<file path="src/pgve_pkg.sv">
`timescale 1ns / 1ps
`default_nettype none

package pgve_pkg;

    localparam int POSITION_BITS = 32;
    localparam int GROUP_BITS    = 7;
    localparam int NUM_GROUPS    = (POSITION_BITS + GROUP_BITS - 1) / GROUP_BITS;
    localparam int SER_BITS      = NUM_GROUPS * GROUP_BITS;
    localparam int CNT_BITS      = $clog2(NUM_GROUPS + 1);

    typedef struct packed {
        logic [POSITION_BITS-1:0] position;
        logic                     first_of_list;
    } pos_item_t;

    typedef struct packed {
        logic [7:0] code_byte;
        logic       last_byte;
        logic       order_error;
    } code_item_t;

    // control from the sequencer to the gap datapath
    typedef struct packed {
        logic load;
        logic step;
        logic raw;
        logic commit;
        logic shift_out;
    } gap_ctl_t;

    typedef struct packed {
        logic borrow;
        logic nonzero;
    } gap_sts_t;

endpackage

`default_nettype wire

</file>
<file path="src/posting_gap_vbyte_encoder.sv">
// Variable-byte gap encoder for posting lists. Each accepted position (first_of_list
// marks a list start, coded raw) is turned into its gap from the previous position and
// sent as 7-bit groups, most significant first, bit 7 set on the final byte. The gap is
// formed by a digit-serial subtractor, one 7-bit digit per cycle, then a check state
// tests ordering and the output walks all five group slots at one per cycle while the
// output is not stalled, skipping leading zero groups. A position not above the previous
// one gives one error transfer instead, unless it starts a list. A result held on a
// stalled output does not block the next input.
`timescale 1ns / 1ps
`default_nettype none

module posting_gap_vbyte_encoder (
    input  wire logic                 clk,
    input  wire logic                 rst_n,
    input  wire logic                 pos_valid,
    output logic                      pos_stall,
    input  wire pgve_pkg::pos_item_t  pos_item,
    output logic                      code_valid,
    input  wire logic                 code_stall,
    output pgve_pkg::code_item_t      code_item
);
    import pgve_pkg::*;

    typedef enum logic [3:0] {
        ST_IDLE  = 4'b0001,
        ST_SUB   = 4'b0010,
        ST_CHECK = 4'b0100,
        ST_EMIT  = 4'b1000
    } state_t;

    state_t                state_reg, state_next;
    logic                  err_reg, err_next;
    logic                  first_reg, first_next;
    logic [CNT_BITS-1:0]   cnt_reg, cnt_next;
    logic                  started_reg, started_next;
    logic                  code_valid_reg, code_valid_next;
    code_item_t            code_item_reg, code_item_next;

    gap_ctl_t              ctl;
    gap_sts_t              sts;
    logic [GROUP_BITS-1:0] top_group;
    logic                  slot_free;
    logic                  last_group;

    pgve_gap_unit u_gap (
        .clk       (clk),
        .rst_n     (rst_n),
        .ctl       (ctl),
        .position  (pos_item.position),
        .sts       (sts),
        .top_group (top_group)
    );

    assign slot_free  = !code_valid_reg || !code_stall;
    assign last_group = (cnt_reg == CNT_BITS'(1));
    assign pos_stall  = (state_reg != ST_IDLE);

    always_comb
    begin
        state_next      = state_reg;
        err_next        = err_reg;
        first_next      = first_reg;
        cnt_next        = cnt_reg;
        started_next    = started_reg;
        code_valid_next = code_valid_reg && code_stall;
        code_item_next  = code_item_reg;
        ctl             = '0;
        ctl.raw         = first_reg;

        case (state_reg)
            ST_IDLE:
            begin
                if (pos_valid)
                begin
                    ctl.load   = 1'b1;
                    first_next = pos_item.first_of_list;
                    cnt_next   = '0;
                    state_next = ST_SUB;
                end
            end
            ST_SUB:
            begin
                ctl.step = 1'b1;
                cnt_next = cnt_reg + CNT_BITS'(1);
                if (cnt_reg == CNT_BITS'(NUM_GROUPS - 1))
                begin
                    state_next = ST_CHECK;
                end
            end
            ST_CHECK:
            begin
                // borrow out means position below previous, no nonzero digit means equal
                err_next     = !first_reg && (sts.borrow || !sts.nonzero);
                ctl.commit   = first_reg || (!sts.borrow && sts.nonzero);
                cnt_next     = CNT_BITS'(NUM_GROUPS);
                started_next = 1'b0;
                state_next   = ST_EMIT;
            end
            ST_EMIT:
            begin
                if (slot_free)
                begin
                    if (err_reg)
                    begin
                        code_valid_next            = 1'b1;
                        code_item_next.code_byte   = '0;
                        code_item_next.last_byte   = 1'b1;
                        code_item_next.order_error = 1'b1;
                        state_next                 = ST_IDLE;
                    end
                    else
                    begin
                        ctl.shift_out = 1'b1;
                        cnt_next      = cnt_reg - CNT_BITS'(1);
                        // leading zero groups are dropped, the final group always goes
                        if (started_reg || (top_group != '0) || last_group)
                        begin
                            started_next               = 1'b1;
                            code_valid_next            = 1'b1;
                            code_item_next.code_byte   = {last_group, top_group};
                            code_item_next.last_byte   = last_group;
                            code_item_next.order_error = 1'b0;
                        end
                        if (last_group)
                        begin
                            state_next = ST_IDLE;
                        end
                    end
                end
            end
            default:
            begin
                state_next = ST_IDLE;
            end
        endcase
    end

    always_ff @(posedge clk or negedge rst_n)
    begin
        if (!rst_n)
        begin
            state_reg      <= ST_IDLE;
            err_reg        <= 1'b0;
            first_reg      <= 1'b0;
            cnt_reg        <= '0;
            started_reg    <= 1'b0;
            code_valid_reg <= 1'b0;
        end
        else
        begin
            state_reg      <= state_next;
            err_reg        <= err_next;
            first_reg      <= first_next;
            cnt_reg        <= cnt_next;
            started_reg    <= started_next;
            code_valid_reg <= code_valid_next;
        end
    end

    always_ff @(posedge clk)
    begin
        code_item_reg <= code_item_next;
    end

    assign code_valid = code_valid_reg;
    assign code_item  = code_item_reg;

endmodule

`default_nettype wire

</file>
<file path="src/pgve_gap_unit.sv">
`timescale 1ns / 1ps
`default_nettype none

module pgve_gap_unit (
    input  wire logic                              clk,
    input  wire logic                              rst_n,
    input  wire pgve_pkg::gap_ctl_t                ctl,
    input  wire logic [pgve_pkg::POSITION_BITS-1:0] position,
    output pgve_pkg::gap_sts_t                     sts,
    output logic [pgve_pkg::GROUP_BITS-1:0]        top_group
);
    import pgve_pkg::*;

    logic [SER_BITS-1:0]   pos_sh_reg, pos_sh_next;
    logic [SER_BITS-1:0]   prev_sh_reg, prev_sh_next;
    logic [SER_BITS-1:0]   diff_reg, diff_next;
    logic                  borrow_reg, borrow_next;
    logic                  nz_reg, nz_next;
    logic [GROUP_BITS-1:0] sub_b;
    logic [GROUP_BITS:0]   digit;

    // one 7-bit digit of pos - prev per step, lsb digit first
    always_comb
    begin
        sub_b = ctl.raw ? '0 : prev_sh_reg[GROUP_BITS-1:0];
        digit = {1'b0, pos_sh_reg[GROUP_BITS-1:0]} - {1'b0, sub_b}
                - {{GROUP_BITS{1'b0}}, borrow_reg};
    end

    always_comb
    begin
        pos_sh_next  = pos_sh_reg;
        prev_sh_next = prev_sh_reg;
        diff_next    = diff_reg;
        borrow_next  = borrow_reg;
        nz_next      = nz_reg;
        if (ctl.load)
        begin
            pos_sh_next = {{(SER_BITS - POSITION_BITS){1'b0}}, position};
            borrow_next = 1'b0;
            nz_next     = 1'b0;
        end
        else if (ctl.step)
        begin
            // operands rotate so they are back in place after the last digit
            pos_sh_next  = {pos_sh_reg[GROUP_BITS-1:0], pos_sh_reg[SER_BITS-1:GROUP_BITS]};
            prev_sh_next = {prev_sh_reg[GROUP_BITS-1:0],
                            prev_sh_reg[SER_BITS-1:GROUP_BITS]};
            diff_next    = {digit[GROUP_BITS-1:0], diff_reg[SER_BITS-1:GROUP_BITS]};
            borrow_next  = digit[GROUP_BITS];
            nz_next      = nz_reg | (digit[GROUP_BITS-1:0] != '0);
        end
        else if (ctl.shift_out)
        begin
            diff_next = {diff_reg[SER_BITS-GROUP_BITS-1:0], {GROUP_BITS{1'b0}}};
        end
        if (ctl.commit)
        begin
            prev_sh_next = pos_sh_reg;
        end
    end

    always_ff @(posedge clk or negedge rst_n)
    begin
        if (!rst_n)
        begin
            prev_sh_reg <= '0;
            borrow_reg  <= 1'b0;
            nz_reg      <= 1'b0;
        end
        else
        begin
            prev_sh_reg <= prev_sh_next;
            borrow_reg  <= borrow_next;
            nz_reg      <= nz_next;
        end
    end

    always_ff @(posedge clk)
    begin
        pos_sh_reg <= pos_sh_next;
        diff_reg   <= diff_next;
    end

    assign sts.borrow  = borrow_reg;
    assign sts.nonzero = nz_reg;
    assign top_group   = diff_reg[SER_BITS-1:SER_BITS-GROUP_BITS];

endmodule

`default_nettype wire

</file>
<file path="config.mk">
export PLATFORM = sky130hd
export DESIGN_NAME = posting_gap_vbyte_encoder
export DESIGN_NICKNAME = d
export VERILOG_FILES = /design/src/pgve_pkg.sv /design/src/posting_gap_vbyte_encoder.sv /design/src/pgve_gap_unit.sv
export SDC_FILE = /design/constraint.sdc
export NUM_CORES = 1
export LEC_CHECK = 0
export BUFFER_PORTS_ARGS = -buffer_cell sky130_fd_sc_hd__buf_2
export CAP_MARGIN = 25
export CELL_PAD_IN_SITES_DETAIL_PLACEMENT = 0
export CELL_PAD_IN_SITES_GLOBAL_PLACEMENT = 1
export CORE_ASPECT_RATIO = 1.1
export CORE_MARGIN = 1.5
export CORE_UTILIZATION = 51
export CTS_CLUSTER_DIAMETER = 200
export DETAILED_ROUTE_END_ITERATION = 8
export MAX_ROUTING_LAYER = met4
export PLACE_DENSITY_LB_ADDON = 0.1
export SLEW_MARGIN = 5
export SYNTH_ARGS = -nofsm -noshare
export SYNTH_HDL_FRONTEND = slang
export SYNTH_SLANG_ARGS = --single-unit
</file>
<file path="constraint.sdc">
create_clock -name clk -period 8.71 [get_ports clk]
set_input_delay 1.742 -clock clk [delete_from_list [all_inputs] [get_ports clk]]
set_output_delay 1.742 -clock clk [all_outputs]
set_load 0.05 [all_outputs]
</file>
Word-level counts from Yosys, hierarchy flattened
Cells that the tools add are included.
{"block": "classes", "add_sub_neg": 4, "multipliers": 0, "n_div": 0, "order_cmp": 0, "eq_ne": 14, "shift": 0, "n_mux": 38, "bitwise": 2, "n_reduce_logical": 28}
{"op": "two-way mux 35 bit", "count": 5}
{"op": "two-way mux 32 bit", "count": 2}
{"op": "two-way mux 4 bit", "count": 5}
{"op": "two-way mux 1 bit", "count": 18}
{"op": "case mux 4 bit (4 select lines)", "count": 1}
{"op": "nonzero test 7 bit", "count": 2}
{"op": "inequality test 2 bit (second input constant)", "count": 6}
{"op": "case mux 3 bit (4 select lines)", "count": 1}
{"op": "AND reduction 4 bit", "count": 3}
{"op": "two-way mux 10 bit", "count": 1}
{"op": "nonzero test 2 bit", "count": 5}
{"op": "two-way mux 3 bit", "count": 3}
{"op": "subtractor 7 x 7 -> 8 bit", "count": 1}
{"op": "subtractor 8 x 1 -> 8 bit", "count": 1}
{"op": "two-way mux 7 bit", "count": 1}
{"op": "AND reduction 2 bit", "count": 3}
{"op": "logical NOT 1 bit", "count": 5}
{"op": "logical OR 1 bit", "count": 5}
{"op": "equality test 4 x 1 -> 1 bit (second input constant)", "count": 1}
{"op": "equality test 4 x 2 -> 1 bit (second input constant)", "count": 1}
{"op": "equality test 4 x 3 -> 1 bit (second input constant)", "count": 1}
{"op": "equality test 4 bit (second input constant)", "count": 1}
{"op": "inequality test 4 x 1 -> 1 bit (second input constant)", "count": 1}
{"op": "nonzero test 4 bit", "count": 1}
{"op": "10 further kinds", "count": 12}
{"block": "totals", "regBits": 128, "latchBits": 0, "mem_bits_rw": 0, "mem_bits_ro": 0, "in_bits": 37, "out_inout_bits": 12, "mem_count": 0}

Logic depth before layout (Yosys ltp)
Gate-level depths: netlist of the first run.
{"block": "logic_depth", "word_depth": 7, "mapped_depth": 10}

Hierarchy
A second synthesis of the first run with hierarchy kept.
{"block": "hier_totals", "hier_cells": 492, "area_unflattened_um2": 6218.5}
{"mod": "pgve_gap_unit", "n_inst": 1, "cells_per_inst": 388, "area_per_inst_um2": 5078.6}
{"mod": "posting_gap_vbyte_encoder", "n_inst": 1, "cells_per_inst": 104, "area_per_inst_um2": 1139.8}

Worst setup path after synthesis of the first run
Ideal clock, no wire load.
{"block": "synth_path", "kind": "input to register", "startpoint": "in pos_valid", "endpoint": "reg u_gap.borrow_reg", "t_arrival_ns": 3.147, "path_slack_ns": 5.455, "stages": 4, "path_buffers": 1, "cell_sequence": "nand2_1 -> buf_2 -> nand2_1 -> o211ai_1"}
{"block": "synth_via", "elab_chain_cells": 3}
{"item": "start, declared", "line": "posting_gap_vbyte_encoder.sv:15", "source": "input wire logic pos_valid,"}
{"item": "two-way mux 1 bit *", "line": "posting_gap_vbyte_encoder.sv:73", "source": "if (pos_valid)"}
{"item": "two-way mux 1 bit *", "line": "posting_gap_vbyte_encoder.sv:70", "source": "case (state_reg)"}
{"item": "two-way mux 1 bit / nonzero test 2 bit (equally long branches)"}
{"item": "end signal, assigned", "line": "pgve_gap_unit.sv:74", "source": "borrow_reg <= borrow_next;"}
{"item": "end, declared", "line": "pgve_gap_unit.sv:17", "source": "logic borrow_reg, borrow_next;"}
Mark *: on every way between the ends. The rest lies on a longest branch, timed or not.
A chain may end at the register's enable or synchronous reset.

Worst setup path after layout of the first run
{"block": "layout_path", "startpoint": "reg state_reg[0]", "endpoint": "out pos_stall"}
{"block": "layout_via", "elab_chain_cells": 1}
{"item": "start, declared", "line": "posting_gap_vbyte_encoder.sv:31", "source": "state_t state_reg, state_next;"}
{"item": "start signal, assigned", "line": "posting_gap_vbyte_encoder.sv:151", "source": "state_reg <= state_next;"}
{"item": "inequality test 4 x 1 -> 1 bit", "line": "posting_gap_vbyte_encoder.sv:56", "source": "assign pos_stall = (state_reg != ST_IDLE);"}
{"item": "end, declared", "line": "posting_gap_vbyte_encoder.sv:16", "source": "output logic pos_stall,"}
No other way between the ends.

==> run metrics, run 1 <==
max_slew headroom=0.451; clock-pin slew on the worst setup and hold paths=0.06 ns; I/O Buffers=48; Synth area leaders=edfxtp_1 39%, dfrtp_1 20%, nand2_1 10%; setup TNS=0 ns; crit path max-delay cell type=dfstp_2; Die X=106 um; Tot GR Track Use=0.223; setup slack, reg-to-reg=approximately 5.7 ns; mapped cell area=0.00597 sq mm; Layout area overhead=15.8%; Critical Path AT=1.82 ns; Async SR Flop Fraction=0.375; wire length of the first global-routing pass=20.3 mm; status=complete, no violations; Crit Path Category=flip-flop to output pin; crit-path cells=nor4b_2 > inv_1 > buf_2; Slew Limit Fails=0; total congestion overflow=0; largest net degree at the start of global routing=63; # Post-CTS Setup Buffers=0; Worst Skew=0.00990 ns; count of final setup violators=0; initial antenna violation count=0; num rows=41; worst setup margin=about 5.2 ns; maxcap violations=0; Hold Crit Class=flip-flop to flip-flop; post-synthesis mux area share=0.0621; dpl hpwl=7.73 mm; DP Worst Slack=5.27 ns; Placed Cells incl. Taps=roughly 730; Placed Area=0.00635 sq mm; footprint of the multi-input gates=0.00222 sq mm; post_cts resized=0; Pint=1.53 mW; post-synthesis register bit count=128; core area=0.0114 sq mm; VDD IR max=0.158 mV; initial core utilization=0.522; Synthesis Warnings=0; CP Max Fanout=10; number of library cell types mapped by synthesis=45; Clk pwr share=0.295; CP startpoint kind=flip-flop; vias=4102; Ports=49; Buf/Inv on CP=2; detailed-route wire length=11.9 mm; sequential fraction of the synthesis area=0.599; clk buf depth=2; CTS Buf Count=17; clk_lat worst skew=roughly 0.42 ns; crit-path leading delay family=flip-flops; Worst Setup SP=state_reg[0]; # diodes=0; Synth Flop Type=edfxtp_1; vias in the first global route=just over 4000; Final Hold Vio Count=0; Final #Nets=654; clock sinks=128; # hold bufs at CTS=0; DR pass1 iterations=4; post-synth top area share=0.388; Crit path depth=3; RSZ-0062 raised after global routing=no; reg2reg end=u_gap.nz_reg; Largest stage delay, worst path=0.65 ns; Final period util=0.408; Synth Area in XOR/XNOR=0.00440; area fraction in compound gates after synthesis=0.0788; Post-Synth Simple-Gate Area=0.189; largest area contributor in the netlist=edfxtp_1; Reg2Reg Depth=8; post-route minimum period=between 3 and 4 ns; cell count after synthesis=between 500 and 600; Post-route DRC=0; fmax=around 280 MHz; Crit. End Element=output pin; number of flops mapped to enable cells by yosys=77; final non-filler cell area=0.00691 sq mm; Setup crit end=pos_stall; CTS H-tree lvls=4; switching share of power=0.314; power share of the sequential group=0.447; Post-Synth Adder-Cell Area=0.0361; die area=0.0124 sq mm; worst-margin pin slew=0.824 ns; post-synthesis area per instance=10.8 sq um; ratio of cells with drive above 1 in the final layout=0.208; number of fillers in the final layout=973; post-synth net total=607; routed vias/inst=5.37; Die Ht=116 um; Placer Congestion=approximately 0.82; CTS tree=done; post-route ant nets=0; hold_sp=u_gap.pos_sh_reg[4]; RR Startpoint=first_reg; root buffer cell=clkbuf_16; Leak Pwr=2.93 nW; PwrDens=around 320 mW/mm^2; Finished Layout Cells=764; net switching power=approximately 0.7 mW; drt initial violations=273; WL/cell=15.6 um; Required @ worst endpoint=6.97 ns; FF+latch area=roughly 0.0036 sq mm; power share of the combinational group=0.258; largest family of logic cells by synthesized area=simple AND/OR/NAND/NOR gates
-- synthesized netlist by cell type (3+ instances only) --
cell      count
buf_2         8
inv_1        17
mux2_2       31
dfxtp_1       3
a221o_1       5
clkbuf_1     20
nand2b_1      5
nor4b_2       3
o21ai_0      12
nor2b_1      15
ha_1         14
and2_1        7
a21oi_1       8
nor2_1       43
nand3_1       7
a31oi_1      30
dfrtp_1      47
nand2_1     166
edfxtp_1     77
-- area by class of cell --
class / count / area share
tap: 150 / 0.0272
inverter: 18 / 0.00978
clock buffer: 27 / 0.0773
sequential: 128 / 0.517
clock inverter: 5 / 0.00362
multi-input combinational: 380 / 0.322
timing repair buffer: 56 / 0.0434
-- power by group through the flow --
stage	clock network, mW	registers, mW	logic (mW)
after floorplan	0	0.953	0.463
after global placement	0	1.00	0.561
after detailed placement	0	1.01	0.578
after CTS	0.670	0.997	0.581
after global routing	0.696	1.02	0.654
final	0.657	0.997	0.574
-- worst register-to-register path, cell delays in order (launching register included) --
cell	delay (ns)
dfrtp_1	0.52
nand2b_1	0.25
fa_1	0.43
fa_1	0.41
nand2b_1	0.19
a2111o_1	0.44
a31o_2	0.22
a32oi_1	0.17
a21bo_2	0.23
-- metal layers --
metal / share of wire / track usage
met5: 0 / -
met4: 0.012 / 0.108
met3: 0.037 / 0.0441
met2: 0.50 / 0.353
met1: 0.45 / 0.277
-- stage by stage --
stage / util / hold slack, ns / power (mW)
after floorplan: - / 0.443 / 1.42
after global placement: 0.555 / 0.474 / 1.56
after detailed placement: 0.555 / 0.480 / 1.58
after CTS: 0.604 / 0.484 / 2.25
after global routing: 0.604 / 0.515 / 2.37
final: 0.604 / 0.480 / 2.23
-- how the worst min path moves through the flow --
stage                             to  slack, ns  cells after the start
2_1_floorplan   u_gap.pos_sh_reg[32]       0.44                      2
3_3_place_gp    u_gap.pos_sh_reg[32]       0.47                      2
3_5_place_dp   u_gap.prev_sh_reg[34]       0.48                      2
4_1_cts         u_gap.pos_sh_reg[32]       0.48                      2
5_1_grt         u_gap.pos_sh_reg[32]       0.52                      2
6_report        u_gap.pos_sh_reg[32]       0.48                      2
-- cells by family after synthesis --
kind of cell | count (synthesis)
AOI/OAI and AO/OA | 71
xor gates and xnor gates | 3
adders and majority gates | 16
DFF | 128
and+or+nand+nor | 257
buffers and inverters | 46
muxes | 33
-- layout by cell type (no fill, tap or decap), types with 8 or more instances in the layout --
master	Yosys	layout
nand2_1	166	166
edfxtp_1	77	77
buf_2	8	48
dfrtp_1	47	47
nor2_1	43	43
mux2_2	31	31
a31oi_1	30	30
clkbuf_16	0	18
inv_1	17	17
nor2b_1	15	15
ha_1	14	14
o21ai_0	12	12
a21oi_1	8	8
buf_4	0	8
(Power assumes the default switching activity.)
==> run 2: changes to the inputs <==
--- a/config.mk
+++ b/config.mk
@@ -11,7 +11,7 @@
 export CELL_PAD_IN_SITES_GLOBAL_PLACEMENT = 1
 export CORE_ASPECT_RATIO = 1.1
 export CORE_MARGIN = 1.5
-export CORE_UTILIZATION = 51
+export CORE_UTILIZATION = 43
 export CTS_CLUSTER_DIAMETER = 200
 export DETAILED_ROUTE_END_ITERATION = 8
 export MAX_ROUTING_LAYER = met4
==> constraint.sdc (replaced) <==
create_clock -name clk -period 3.2 [get_ports clk]
set_input_delay 0.64 -clock clk [delete_from_list [all_inputs] [get_ports clk]]
set_output_delay 0.64 -clock clk [all_outputs]
set_load 0.05 [all_outputs]
==> run metrics, run 2 (synthesis results as in run 1) <==
Pint=4.11 mW; footprint of the multi-input gates=0.00222 sq mm; post-layout power=6.08 mW; drt initial violations=285; fmax=roughly 370 MHz; vias in the first global route=4033; PwrDens=a little under 900 mW/mm^2; largest net degree at the start of global routing=60; net switching power=1.96 mW; final non-filler cell area=0.00699 sq mm; Placed Area=0.00646 sq mm; Finished Layout Cells=803; core area=~0.013 sq mm; power share of the combinational group=0.272; vias=4084; CP startpoint kind=flip-flop; dpl hpwl=8.41 mm; I/O Buffers=48; total congestion overflow=0; max_slew headroom=0.493; ratio of cells with drive above 1 in the final layout=0.215; Tot GR Track Use=0.194; clock sinks=128; Crit. End Element=flip-flop; final core utilization=0.522; CTS tree=done; status=complete, no violations; switching share of power=0.323; routed vias/inst=5.09; Critical Path AT=~3.0 ns; Leak Pwr=2.94 nW; Hold Crit Class=input pin to async pin; most common cell after layout, fill and taps aside=nand2_1; Die X=between 100 and 150 um; clk_lat worst skew=0.42 ns; count of final setup violators=0; Final Hold Vio Count=0; root buffer cell=clkbuf_16; wire length of the first global-routing pass=20.7 mm; Layout area overhead=17.1%; FF+latch area=between 0.003 and 0.004 sq mm; Required @ worst endpoint=3.51 ns; initial antenna violation count=0; # Post-CTS Setup Buffers=0; Clk pwr share=0.284; RSZ-0062 raised after global routing=no; detailed-route wire length=12.6 mm; post_cts resized=0; Placer Congestion=approximately 0.8; Die Ht=127 um; maxcap violations=0; num rows=44; Post-route DRC=0; initial core utilization=0.446; worst-margin pin slew=0.758 ns; commonest cells after routing, fill and taps aside=166 x nand2_1, 77 x edfxtp_1, 48 x buf_2; WL/cell=15.7 um; die area=0.0146 sq mm; worst setup margin=0.465 ns; CP Max Fanout=2; VDD IR max=between 0.4 and 0.5 mV; # diodes=0; clk buf depth=2; DP Worst Slack=0.486 ns; Ports=49; worst hold slack=0.267 ns; CTS H-tree lvls=4; power share of the sequential group=0.444; Placed Cells incl. Taps=771; Slew Limit Fails=0; # hold bufs at CTS=0; Worst Skew=~0.0075 ns; Final period util=0.855; number of fillers in the final layout=1204; clock-pin slew on the worst setup and hold paths=about 0.06 ns; Final #Nets=roughly 660; post-route minimum period=2.74 ns; setup TNS=0 ns; CTS Buf Count=17; post-route ant nets=0; Crit Path Category=flip-flop to flip-flop; DR pass1 iterations=4
## run 2: cell count changes in the layout (fill, tap and decap cells not counted), sizes merged
cell      change
buf           +5
bufinv        +1
clkinv        +6
clkbuf       -10
clkinvlp      +3
## run 2: area by class of cell
class	count	share of cell area
multi-input cells	380	0.318
inverters	18	0.00967
flip-flops and latches	128	0.512
well taps	184	0.0330
repair buffers	61	0.0519
clock buffers	17	0.0609
clock inverters	15	0.0147
## run 2: worst max-delay path, stage by stage, from the launching register on
cell,delay (ns)
dfrtp_1,0.37
nand2b_1,0.15
fa_1,0.42
fa_1,0.42
nand2b_1,0.18
a2111o_1,0.45
a31o_2,0.23
a32oi_1,0.18
a21bo_2,0.24
## run 2: path summary, 6_finish.rpt
kind	slack (ns)	cells after the start	endpoint	startpoint
min in group clk	0.47	3	code_valid	code_stall
max in group asynchronous	2.25	2	state_reg[0]	rst_n
min	0.27	1	u_gap.prev_sh_reg[30]	rst_n
min reg2reg	0.48	2	u_gap.prev_sh_reg[32]	u_gap.pos_sh_reg[32]
max reg2reg	0.46	8	u_gap.nz_reg	first_reg
max	0.46	8	u_gap.nz_reg	first_reg
## run 2: power groups by stage
| stage | combinational [mW] | clock (mW) | sequential [mW] |
|---|---|---|---|
| after floorplan | 1.26 | 0 | 2.59 |
| after global placement | 1.63 | 0 | 2.71 |
| after detailed placement | 1.68 | 0 | 2.72 |
| after CTS | 1.68 | 1.77 | 2.70 |
| after global routing | 1.86 | 1.85 | 2.76 |
| final | 1.65 | 1.73 | 2.70 |
## run 2: per-layer routing
metal / share of wire / vias up / wire length (um) / global-route usage
li1: - / 2021 / - / -
met5: 0 / - / 0 / -
met2: 0.51 / 79 / 6360 / 0.314
met3: 0.036 / 18 / 457 / 0.0549
met4: 0.017 / 0 / 209 / 0.0654
met1: 0.44 / 1966 / 5560 / 0.231
